===== config.mk =====
export PLATFORM = sky130hd
export DESIGN_NAME = mk_firm_window_monitor_unit
export DESIGN_NICKNAME = d
export VERILOG_FILES = /design/src/rtl/mkfwm_pkg.sv /design/src/rtl/mkfwm_cell.sv /design/src/rtl/mk_firm_window_monitor_unit.sv
export VERILOG_INCLUDE_DIRS = /design/src /design/src/rtl
export SDC_FILE = /design/constraint.sdc
export NUM_CORES = 1
export LEC_CHECK = 0
export ABC_AREA = 0
export BUFFER_PORTS_ARGS = -buffer_cell sky130_fd_sc_hd__buf_2
export CAP_MARGIN = 20
export CORE_MARGIN = 1.5
export CORE_UTILIZATION = 39
export DETAILED_ROUTE_END_ITERATION = 7
export GPL_TIMING_DRIVEN = 1
export PLACE_DENSITY = 0.56
export SETUP_SLACK_MARGIN = 0.02
export SYNTH_ARGS = -nofsm -noshare
export SYNTH_HDL_FRONTEND = slang
export SYNTH_SLANG_ARGS = --single-unit

===== constraint.sdc =====
create_clock -name clk -period 11.8 [get_ports clk]
set_input_delay 1.77 -clock clk [delete_from_list [all_inputs] [get_ports clk]]
set_output_delay 1.77 -clock clk [all_outputs]
set_load 0.02 [all_outputs]

===== src/rtl/mk_firm_window_monitor_unit_assert.svh =====
// Assertion macros for the (m,k)-firm window monitor.
`ifndef MK_FIRM_WINDOW_MONITOR_UNIT_ASSERT_SVH
`define MK_FIRM_WINDOW_MONITOR_UNIT_ASSERT_SVH

// ante implies cons in the same cycle
`define MKFWM_ASSERT_SAME(label, ante, cons, msg) \
	label: assert property (@(posedge clk) disable iff (!arst_n) (ante) |-> (cons)) \
		else $error(msg);

// ante implies cons in the next cycle
`define MKFWM_ASSERT_NEXT(label, ante, cons, msg) \
	label: assert property (@(posedge clk) disable iff (!arst_n) (ante) |=> (cons)) \
		else $error(msg);

`endif


===== src/rtl/mkfwm_pkg.sv =====
// Shared types and constants of the (m,k)-firm window monitor.
`default_nettype none
package mkfwm_pkg;

	localparam int K_W       = 6;
	localparam int WIN_W     = 63;
	localparam int RED_W     = 62;
	localparam int CNT_W     = 32;
	localparam int CFG_IDX_W = 2;

	localparam logic [CFG_IDX_W-1:0] REG_MIN_MET    = 2'd0;
	localparam logic [CFG_IDX_W-1:0] REG_WINDOW_LEN = 2'd1;
	localparam logic [CFG_IDX_W-1:0] REG_INIT_WIN   = 2'd2;

	localparam logic [CNT_W-1:0] CNT_MAX = {CNT_W{1'b1}};

	// common control broadcast to every window cell
	typedef struct packed {
		logic           clear;
		logic           shift;
		logic [K_W-1:0] k;
	} mkfwm_ctl_t;

	typedef struct packed {
		logic             violated_now;
		logic [CNT_W-1:0] violation_count;
		logic [K_W-1:0]   current_sum;
		logic             state_valid;
		logic [WIN_W-1:0] window_bits;
		logic [RED_W-1:0] reduced_bits;
	} mkfwm_res_t;

endpackage
`default_nettype wire


===== src/rtl/mkfwm_cell.sv =====
// One slot of the outcome window: holds a bit and passes it to the next slot on a shift.
`default_nettype none
module mkfwm_cell #(
	parameter int IDX = 0
) (
	input  wire logic                   clk,
	input  wire logic                   arst_n,
	input  wire mkfwm_pkg::mkfwm_ctl_t  ctl,
	input  wire logic                   prev,
	output logic                        q,
	output logic                        last_tap,
	output logic                        nxt,
	output logic                        nxt_red
);
	import mkfwm_pkg::*;

	localparam logic [K_W:0] POS  = (K_W+1)'(IDX);
	localparam logic [K_W:0] POS1 = (K_W+1)'(IDX + 1);

	logic bit_q;
	logic in_win;
	logic in_red;
	logic is_last;

	assign in_win  = POS < {1'b0, ctl.k};
	assign in_red  = POS1 < {1'b0, ctl.k};
	assign is_last = POS1 == {1'b0, ctl.k};

	always_ff @(posedge clk or negedge arst_n) begin
		if (!arst_n) begin
			bit_q <= 1'b0;
		end else if (ctl.clear) begin
			bit_q <= 1'b0;
		end else if (ctl.shift) begin
			bit_q <= nxt;
		end
	end

	assign q        = bit_q;
	assign last_tap = bit_q & is_last;
	assign nxt      = prev & in_win;
	assign nxt_red  = prev & in_red;

endmodule
`default_nettype wire


===== src/rtl/mk_firm_window_monitor_unit.sv =====
// (m,k)-firm deadline monitor: sliding window of job outcomes with violation counting.
`default_nettype none
`include "mk_firm_window_monitor_unit_assert.svh"
// Takes one job outcome per cycle while in_stall is low and returns one result per
// outcome through a registered output; the window is a chain of MAX_WINDOW one-bit
// cells that all shift together, with the running sums kept beside it and updated on
// the same push. Results sit in an output register backed by a skid register, so a
// stalled consumer stalls the input only once both are full. Writing window_len or
// initial_window reloads the window: the preload is shifted into the cell chain one
// bit per cycle, k bits in all (k the effective window length), and in_stall stays
// high while it loads. Writing min_met takes effect at once.
module mk_firm_window_monitor_unit #(
	parameter int MAX_WINDOW = 63
) (
	input  wire logic                               clk,
	input  wire logic                               arst_n,
	input  wire logic                               cfg_we,
	input  wire logic [mkfwm_pkg::CFG_IDX_W-1:0]    cfg_index,
	input  wire logic [mkfwm_pkg::WIN_W-1:0]        cfg_data,
	input  wire logic                               in_valid,
	output logic                                    in_stall,
	input  wire logic                               job_met,
	output logic                                    out_valid,
	input  wire logic                               out_stall,
	output logic                                    violated_now,
	output logic [mkfwm_pkg::CNT_W-1:0]             violation_count,
	output logic [mkfwm_pkg::K_W-1:0]               current_sum,
	output logic                                    state_valid,
	output logic [mkfwm_pkg::WIN_W-1:0]             window_bits,
	output logic [mkfwm_pkg::RED_W-1:0]             reduced_bits
);
	import mkfwm_pkg::*;

	localparam logic [K_W-1:0] MAX_K = K_W'(MAX_WINDOW);

	// configuration registers
	logic [K_W-1:0]   min_met_q;
	logic [K_W-1:0]   window_len_q;
	logic [WIN_W-1:0] init_q;

	// monitor state
	logic [K_W-1:0]   sum_q;
	logic [K_W-1:0]   pushed_q;
	logic [K_W-1:0]   rec_q;
	logic [CNT_W-1:0] viol_q;
	logic             loading_q;
	logic [K_W-1:0]   load_cnt_q;

	// result registers
	logic             out_valid_q;
	mkfwm_res_t       out_q;
	logic             skid_valid_q;
	mkfwm_res_t       skid_q;

	logic [K_W-1:0]   k_eff;
	logic             reload_wr;
	logic             acc;
	logic             out_take;
	logic             shift_in;
	logic             load_done;
	mkfwm_ctl_t       ctl;

	logic [MAX_WINDOW-1:0] cell_q;
	logic [MAX_WINDOW-1:0] cell_tap;
	logic [MAX_WINDOW-1:0] cell_nxt;
	logic [MAX_WINDOW-1:0] cell_red;
	logic                  oldest;

	logic [K_W-1:0]   sum_n;
	logic             rec_lt;
	logic [K_W-1:0]   pushed_n;
	logic [K_W-1:0]   rec_n;
	logic             full;
	logic             viol_now;
	logic [CNT_W-1:0] viol_n;
	logic [K_W-1:0]   cur;
	mkfwm_res_t       res;

	always_comb begin
		if (window_len_q == '0) begin
			k_eff = K_W'(1);
		end else if (window_len_q > MAX_K) begin
			k_eff = MAX_K;
		end else begin
			k_eff = window_len_q;
		end
	end

	assign reload_wr = cfg_we && (cfg_index == REG_WINDOW_LEN || cfg_index == REG_INIT_WIN);
	assign in_stall  = loading_q | skid_valid_q;
	assign acc       = in_valid & ~in_stall;
	assign out_take  = out_valid_q & ~out_stall;
	assign shift_in  = loading_q ? init_q[load_cnt_q] : job_met;
	assign load_done = K_W'(load_cnt_q + K_W'(1)) == k_eff;

	always_comb begin
		ctl.clear = reload_wr;
		ctl.shift = ~reload_wr & (loading_q | acc);
		ctl.k     = k_eff;
	end

	for (genvar i = 0; i < MAX_WINDOW; i++) begin : g_cell
		logic prev;
		if (i == 0) begin : g_head
			assign prev = shift_in;
		end else begin : g_link
			assign prev = cell_q[i-1];
		end
		mkfwm_cell #(
			.IDX(i)
		) u_cell (
			.clk      (clk),
			.arst_n   (arst_n),
			.ctl      (ctl),
			.prev     (prev),
			.q        (cell_q[i]),
			.last_tap (cell_tap[i]),
			.nxt      (cell_nxt[i]),
			.nxt_red  (cell_red[i])
		);
	end

	assign oldest = |cell_tap;

	always_comb begin
		sum_n    = sum_q - K_W'(oldest) + K_W'(shift_in);
		rec_lt   = rec_q < k_eff;
		pushed_n = rec_lt ? K_W'(pushed_q + K_W'(job_met)) : pushed_q;
		rec_n    = rec_lt ? K_W'(rec_q + K_W'(1)) : rec_q;
		full     = rec_n >= k_eff;
		viol_now = full && (sum_n < min_met_q);
		viol_n   = (viol_now && viol_q != CNT_MAX) ? CNT_W'(viol_q + CNT_W'(1)) : viol_q;
		cur      = full ? sum_n : K_W'(pushed_n + K_W'(k_eff - rec_n));

		res.violated_now    = viol_now;
		res.violation_count = viol_n;
		res.current_sum     = cur;
		res.state_valid     = cur >= min_met_q;
		res.window_bits     = WIN_W'(cell_nxt);
		res.reduced_bits    = RED_W'(cell_red);
	end

	always_ff @(posedge clk or negedge arst_n) begin
		if (!arst_n) begin
			min_met_q    <= K_W'(1);
			window_len_q <= K_W'(1);
			init_q       <= '0;
		end else if (cfg_we) begin
			unique case (cfg_index)
				REG_MIN_MET:    min_met_q    <= cfg_data[K_W-1:0];
				REG_WINDOW_LEN: window_len_q <= cfg_data[K_W-1:0];
				REG_INIT_WIN:   init_q       <= cfg_data;
				default: ;
			endcase
		end
	end

	always_ff @(posedge clk or negedge arst_n) begin
		if (!arst_n) begin
			sum_q      <= '0;
			pushed_q   <= '0;
			rec_q      <= '0;
			viol_q     <= '0;
			loading_q  <= 1'b0;
			load_cnt_q <= '0;
		end else if (reload_wr) begin
			// clear and refill the window from the preload
			sum_q      <= '0;
			pushed_q   <= '0;
			rec_q      <= '0;
			viol_q     <= '0;
			loading_q  <= 1'b1;
			load_cnt_q <= '0;
		end else if (loading_q) begin
			sum_q      <= sum_n;
			load_cnt_q <= K_W'(load_cnt_q + K_W'(1));
			if (load_done) begin
				loading_q <= 1'b0;
			end
		end else if (acc) begin
			sum_q    <= sum_n;
			pushed_q <= pushed_n;
			rec_q    <= rec_n;
			viol_q   <= viol_n;
		end
	end

	always_ff @(posedge clk or negedge arst_n) begin
		if (!arst_n) begin
			out_valid_q  <= 1'b0;
			skid_valid_q <= 1'b0;
		end else if (!out_valid_q || out_take) begin
			if (skid_valid_q) begin
				out_valid_q  <= 1'b1;
				skid_valid_q <= 1'b0;
			end else begin
				out_valid_q <= acc;
			end
		end else if (acc) begin
			skid_valid_q <= 1'b1;
		end
	end

	always_ff @(posedge clk) begin
		if (!out_valid_q || out_take) begin
			if (skid_valid_q) begin
				out_q <= skid_q;
			end else if (acc) begin
				out_q <= res;
			end
		end else if (acc) begin
			skid_q <= res;
		end
	end

	assign out_valid       = out_valid_q;
	assign violated_now    = out_q.violated_now;
	assign violation_count = out_q.violation_count;
	assign current_sum     = out_q.current_sum;
	assign state_valid     = out_q.state_valid;
	assign window_bits     = out_q.window_bits;
	assign reduced_bits    = out_q.reduced_bits;

	`MKFWM_ASSERT_SAME(a_skid_behind_out, skid_valid_q, out_valid_q, "skid full while output empty")
	`MKFWM_ASSERT_SAME(a_rec_bound, !loading_q, rec_q <= k_eff, "recorded count above window length")
	`MKFWM_ASSERT_SAME(a_sum_bound, 1'b1, sum_q <= k_eff, "window sum above window length")
	`MKFWM_ASSERT_NEXT(a_count_step, acc && !reload_wr, (viol_q == $past(viol_q)) || (viol_q == CNT_W'($past(viol_q) + CNT_W'(1))), "violation count moved by more than one")

endmodule
`default_nettype wire

==> results of run 1 <==
[cells in the mapped netlist (all sizes together), types with 7 or more instances]
library cell and number:
edfxtp 330, nand2 251, dfrtp 195, o21ai 168, mux2 154, nor2 108, clkbuf 94, inv 88
a21oi 76, ha 44, nand3 39, o31ai 36, xnor2 34, and2 32, xor2 29, or3 28
a22o 21, mux2i 21, and3 20, buf 20, nand4 17, mux4 15, nor3 15, nor2b 14
a211oi 13, a31oi 13, or2 13, nand2b 12, o211ai 11, o21a 10, or4 10, a22oi 9
a21boi 7, a21o 7
[power groups by stage]
stage | Clock (mW) | Sequential [mW] | Combinational (mW)
floorplan | 0 | 2.50 | 1.03
global placement | 0 | 2.41 | 1.60
detailed placement | 0 | 2.41 | 1.63
CTS | 1.83 | 2.38 | 1.63
global route | 1.90 | 2.38 | 1.81
finish | 1.79 | 2.36 | 1.64
[cell families (layout without fill, tap and decap cells)]
logic type,count (synthesis),in the layout,synth area share (%)
AND/OR/NAND/NOR,577,577,11.1
flip-flops,527,527,60.8
AO/OA/AOI/OAI,412,412,10.6
buffers and inverters,203,460,3.21
multiplexers,190,190,9.35
XOR/XNOR,64,64,2.38
adder cells (fa/ha/maj),48,48,2.58
[metal layers]
metal / routed length (um) / GRT usage (%)
met2: 32000 / 34.3
met3: 3550 / 2.93
met4: 1860 / 6.30
met5: 7 / 0
met1: 28400 / 27.7
[stage by stage]
step / power, mW / hold slack, ns / utilization (%) / instance area [um^2] / setup WS, ns
after floorplan: 3.53 / 0.450 / - / 24400 / 0.538
after global placement: 4.01 / 0.465 / 42.8 / 26400 / 4.94
after detailed placement: 4.04 / 0.477 / 42.8 / 26400 / 4.74
after CTS: 5.84 / 0.492 / 45.8 / 28300 / 4.71
after global routing: 6.10 / 0.523 / 45.9 / 28300 / 4.47
final: 5.79 / 0.496 / 45.9 / 28300 / 5.10
[cell type report]
cell class / count / area share [%]
clock buffers: 89 / 5.77
clock inverters: 15 / 0.794
inverters: 89 / 1.18
flip-flops and latches: 527 / 52.4
multi-input cells: 1291 / 31.1
well taps: 837 / 3.69
repair buffers: 267 / 5.08
[worst max-delay path, cell delays in order, from the launching register on]
cell and delay, ns:
dfrtp_1 1.00, mux4_2 0.63, mux2i_1 0.18, o32ai_1 0.11, nor3_1 0.20, a211oi_1 0.14
a21oi_1 0.45, ha_1 0.25, inv_1 0.07, ha_1 0.27, a21o_1 0.15, a21oi_1 0.23
o21bai_1 0.09, a21oi_1 0.18, xnor2_1 0.19, inv_1 0.07, ha_1 0.29, a21oi_1 0.18
o31ai_1 0.09, buf_4 0.18, nor3_2 0.44, o21ai_2 0.39, o31ai_1 0.46, a31oi_1 0.15
[registers in the layout, summed over array words and instances, names as in the netlist, 32 cells and up]
| name | count |
|---|---|
| skid_q | 165 |
| reduced_bits | 62 |
| viol_q | 32 |
| violation_count | 32 |
| window_bits | 63 |
| init_q | 63 |
| g_cell.u_cell.q | 63 |
[path summary, 6_finish.rpt]
path	endpoint	slack (ns)
worst max-delay path	violation_count[21]$_DFFE_PP_	5.10
worst min-delay path	g_cell[55].u_cell.q$_DFFE_PN0P_	0.50
worst max register to register	violation_count[21]$_DFFE_PP_	5.10
worst min register to register	g_cell[55].u_cell.q$_DFFE_PN0P_	0.50
max in group asynchronous	skid_valid_q$_DFFE_PN0P_	9.21
min in group asynchronous	viol_q[4]$_DFFE_PN0P_	1.12
==> qor.csv, run 1 <==
stage,metric,value,unit
run_status,status,finished clean,
power,clock power share,31.0,%
timing,RSZ-0062 raised after global routing,no,
drt,DR WL/cell,21.1,um
power,combinational fraction of design power,28.3,%
clock_tree,CTS Sinks,527,
drt,post-route ant nets,0,
cells_and_area,Multi-input gate area,8820,um^2
critical_path,R2R depth,23,
critical_path,"Req. time, crit path",12.12,ns
power,P_int,3.90,mW
drt,DR vias/cell,5.35,
drt,1st-pass router iterations,8,
timing,skew final,0.0249,ns
timing,period utilisation layout,56.8,%
timing,Max Fclk,149,MHz
grt,first-pass GRT wire length,101,mm
grt,number of antenna violations at the first check in global routing,1,
synthesis,number of synthesis warnings,0,
cells_and_area,final cell count without fillers,3115,
cells_and_area,Layout fillers,5652,
timing,Slew @ Worst Pin,1.11,ns
critical_path,Setup crit start,load_cnt_q[1]$_DFFE_PN0P_,
cells_and_area,"Area growth, synth to finish",16.1,%
die,die height,253,um
clock_tree,H-tree depth,2,
synthesis,Yosys top cell by area,edfxtp_1,
die,Initial Util,39.5,%
critical_path,worst r2r src,load_cnt_q[1]$_DFFE_PN0P_,
timing,Setup TNS,0,ns
die,Core Area,61800,um^2
clock_tree,clock-pin slew on the worst setup and hold paths,0.06,ns
die,die area,64100,um^2
worst_hold_path,hold_sp,g_cell[55].u_cell.q$_DFFE_PN0P_,
power,Reg power frac,40.8,%
synthesis,sequential area share after synthesis,60.8,%
flow_run,MaxCap Viol Count,0,
synthesis,Netlist cell types,77,
critical_path,path type of the worst setup path,reg2reg,
drt,WL final,65.8,mm
clock_tree,CTS tree,done,
power,pwr dens,204,nW/um^2
grt,GRT Total Usage,20.5,%
timing,count of final hold-check violations,0,
clock_tree,PostCTS Resize Cnt,0,
cells_and_area,register area,14800,um^2
drt,Starting DRT DRC Count,1526,
synthesis,asr flop ratio synth,37.4,%
cells_and_area,fraction of layout cells with a size suffix above 1,24.4,%
synthesis,Most used DFF post-synth,edfxtp_1,
critical_path,critical path arrival,7.02,ns
critical_path,CP max FO,25,
cells_and_area,"leading cell type in the layout, fill and taps excluded",edfxtp_1,
power,static leakage,11.4,nW
critical_path,CP startpoint kind,flop,
cells_and_area,n_diodes,0,
drt,DRC,0,
power,Switching Share,32.6,%
placed_design,IO buf count,237,
synthesis,top area cells in the synthesized netlist,"edfxtp_1 41%, dfrtp_1 20%, mux2_2 7.1%",
synthesis,Synth Cell Area,24400,um^2
synthesis,Cells after Synth,2021,
power,VDD IR-drop max,0.133,mV
critical_path,crit path capture type,flop,
timing,Rel. slew slack,26.2,%
cells_and_area,most frequent cells in the layout,"330 x edfxtp_1, 250 x nand2_1, 236 x buf_2, 194 x dfrtp_1, 163 x o21ai_0",
cells_and_area,fin nets,2350,
die,Row Count,91,
worst_hold_path,depth of the worst hold-timing path,2,
timing,setup violators final,0,
synthesis,top-area cell type share of the netlist area,40.6,%
grt,total gr overflow,0,
placed_design,dpl hpwl,45.5,mm
worst_hold_path,Hold Path Class,reg2reg,
die,chip width,253,um
die,I/O Pins,238,
grt,largest net degree at the start of global routing,111,
grt,vias in the first global route,16500,
clock_tree,clock buffer depth,3,
timing,Tmin final,6.70,ns
clock_tree,Root Buffer,clkbuf_16,
clock_tree,post-CTS setup buffer count,0,
clock_tree,Inserted Clock Buffers,55,
synthesis,Yosys reg bits,527,
synthesis,"EDFF count, synth",330,
clock_tree,# hold bufs at CTS,0,
power,switching component of the power,1.89,mW
drt,Vias,16700,
timing,fin. max-slew vios,0,
synthesis,"Net Count, Synth",2140,
placed_design,routability cong.,0.909,
clock_tree,worst-skew pair later-pin latency,0.62,ns
placed_design,# placed instances,3008,
synthesis,Synth Area per Inst,12.1,um^2
Power figures use the tool's default switching activity.
==> run 2, diff against run 1 <==
- PLACE_DENSITY: 0.56 -> 0.59
- clock period: 11.8 -> 5.5 ns (I/O delays scaled with it)
==> qor.csv, run 2 (synthesis results as in run 1) <==
stage,metric,value,unit,change
grt,GRT Total Usage,21.6,%,+1.1 points
clock_tree,# hold bufs at CTS,0,,unchanged
die,chip width,253,um,unchanged
cells_and_area,fin nets,2482,,+5.6%
critical_path,path type of the worst setup path,reg2reg,,
timing,worst hold margin,0.260,ns,-0.236 ns
cells_and_area,Largest Register,skid_q,,
critical_path,crit path capture type,flop,,
die,Initial Util,39.5,%,unchanged
critical_path,critical path arrival,5.94,ns,-1.08 ns
clock_tree,CTS Sinks,527,,unchanged
power,switching component of the power,4.49,mW,+140%
drt,DR WL/cell,21.4,um,+1.5%
placed_design,dpl hpwl,48.7,mm,+7.1%
cells_and_area,"Area growth, synth to finish",22.4,%,
power,Switching Share,33.2,%,+0.55 points
critical_path,"Largest delay share family, worst path",compound AO/OA/AOI/OAI gates,,
drt,1st-pass router iterations,6,,-2
timing,setup slack after layout,0.113,ns,-4.98 ns
timing,setup violators final,0,,unchanged
power,Reg power frac,37.1,%,-3.7 points
grt,largest net degree at the start of global routing,166,,+50%
critical_path,worst r2r src,window_len_q[3]$_DFFE_PN0P_,,
placed_design,routability cong.,0.989,,+8.8%
run_status,status,finished clean,,
worst_hold_path,Hold Path Class,in2async,,
power,P_int,9.03,mW,+130%
clock_tree,clock buffer depth,3,,unchanged
critical_path,"Req. time, crit path",6.05,ns,-6.07 ns
die,die height,253,um,unchanged
drt,WL final,69.6,mm,+5.8%
timing,Slew @ Worst Pin,1.08,ns,-0.0279 ns
flow_run,MaxCap Viol Count,0,,unchanged
critical_path,Critical path buffers and inverters,9,,+6
critical_path,Critical-path top delay cell,or4_4,,
power,combinational fraction of design power,34.7,%,+6.4 points
clock_tree,H-tree depth,2,,unchanged
placed_design,pre-CTS setup slack,-0.250,ns,-4.99 ns
critical_path,max incr delay on CP,0.47,ns,-0.53 ns
grt,total gr overflow,0,,unchanged
timing,count of final hold-check violations,0,,unchanged
drt,Starting DRT DRC Count,1310,,-14%
critical_path,Setup crit start,window_len_q[3]$_DFFE_PN0P_,,
clock_tree,CTS tree,done,,
grt,vias in the first global route,17200,,+4.1%
clock_tree,Root Buffer,clkbuf_16,,
cells_and_area,max reg flops,165,,unchanged
cells_and_area,fraction of layout cells with a size suffix above 1,31.2,%,+6.9 points
drt,DR vias/cell,5.30,,-0.96%
die,Row Count,91,,unchanged
critical_path,R2R depth,29,,+26%
timing,Setup TNS,0,ns,unchanged
critical_path,number of stages on the worst setup path,29,,+26%
timing,Tmin final,5.39,ns,-1.32 ns
power,static leakage,12.1,nW,+6.4%
clock_tree,worst-skew pair later-pin latency,0.63,ns,about the same
cells_and_area,"leading cell type in the layout, fill and taps excluded",edfxtp_1,,
drt,DRC,0,,unchanged
die,Core Area,61800,um^2,unchanged
critical_path,CP startpoint kind,flop,,
clock_tree,Inserted Clock Buffers,56,,+1.8%
timing,period utilisation layout,97.9,%,+41 points
drt,post-route ant nets,0,,unchanged
grt,number of antenna violations at the first check in global routing,2,,+1
power,VDD IR-drop max,0.347,mV,+160%
die,die area,64100,um^2,unchanged
cells_and_area,most frequent cells in the layout,"330 x edfxtp_1, 250 x nand2_1, 236 x buf_2, 189 x dfrtp_1, 160 x o21ai_0",,
timing,fin. max-slew vios,0,,unchanged
placed_design,IO buf count,237,,unchanged
timing,Rel. slew slack,28.0,%,+1.9 points
grt,first-pass GRT wire length,105,mm,+3.8%
drt,Vias,17200,,+3.3%
power,clock power share,28.2,%,-2.8 points
timing,skew final,0.0177,ns,-0.00718 ns
critical_path,CP max FO,10,,-60%
clock_tree,clock-pin slew on the worst setup and hold paths,0.06,ns,about the same
timing,RSZ-0062 raised after global routing,yes,,
die,I/O Pins,238,,unchanged
cells_and_area,n_diodes,0,,unchanged
power,pwr dens,453,nW/um^2,+120%
timing,Max Fclk,186,MHz,+24%
## run 2: changes by cell type in the layout (fill, tap and decap cells not counted), sizes merged
cell      before  now
clkinv         6   22
clkinvlp       3    4
buf          266  395
clkbuf        90   78
inv           90   89
## run 2: area by class of cell
| cell class | instances | area (um^2) |
|---|---|---|
| repair buffers | 398 | 2630 |
| clock inverters | 31 | 314 |
| flip-flops and latches | 527 | 14900 |
| fillers | 5634 | 32000 |
| well taps | 837 | 1050 |
| inverters | 89 | 339 |
| clock buffers | 75 | 1520 |
| multi-input cells | 1291 | 9170 |
## run 2: timing repair
action	CTS	global route
gates cloned	1	2
setup endpoints to repair	58	81
pin swaps	15	26
buffers inserted	5	10
gates resized for setup	23	63
endpoints found under the hold margin	0	0
## run 2: power groups by stage
| stage | Combinational [mW] | Clock [mW] | Sequential, mW |
|---|---|---|---|
| global placement | 4.12 | 0 | 5.08 |
| detailed placement | 4.15 | 0 | 5.09 |
| global route | 5.10 | 4.06 | 5.07 |
| floorplan | 2.22 | 0 | 5.29 |
| finish | 4.70 | 3.81 | 5.02 |
| CTS | 4.49 | 3.89 | 5.02 |
## run 2: worst paths after layout
check | end | slack, ns
setup / recovery | viol_q[31]$_DFFE_PN0P_ | 0.11
hold / removal | viol_q[6]$_DFFE_PN0P_ | 0.26
setup reg to reg | viol_q[31]$_DFFE_PN0P_ | 0.11
hold reg to reg | g_cell[55].u_cell.q$_DFFE_PN0P_ | 0.49
max in group asynchronous | window_len_q[4]$_DFFE_PN0P_ | 4.07
min in group clk | init_q[54]$_DFFE_PN0P_ | 0.43
## run 2: through the flow
stage | cell area [um^2] | std cells | util, % | power [mW]
after floorplan | 24400 | 2021 | - | 7.51
after global placement | 27400 | 3124 | 44.4 | 9.20
after detailed placement | 27400 | 3124 | 44.4 | 9.24
after CTS | 29500 | 3236 | 47.7 | 13.4
after global routing | 29900 | 3248 | 48.3 | 14.2
final | 29900 | 3248 | 48.3 | 13.5
## run 2: metal layers
layer | track usage (%) | vias to the layer above | part of all wire (%)
li1 | - | 8026 | -
met1 | 28.8 | 8514 | 43
met2 | 36.1 | 539 | 48
met3 | 2.94 | 120 | 5.0
met4 | 7.77 | 2 | 3.3
met5 | 0 | - | 0.017
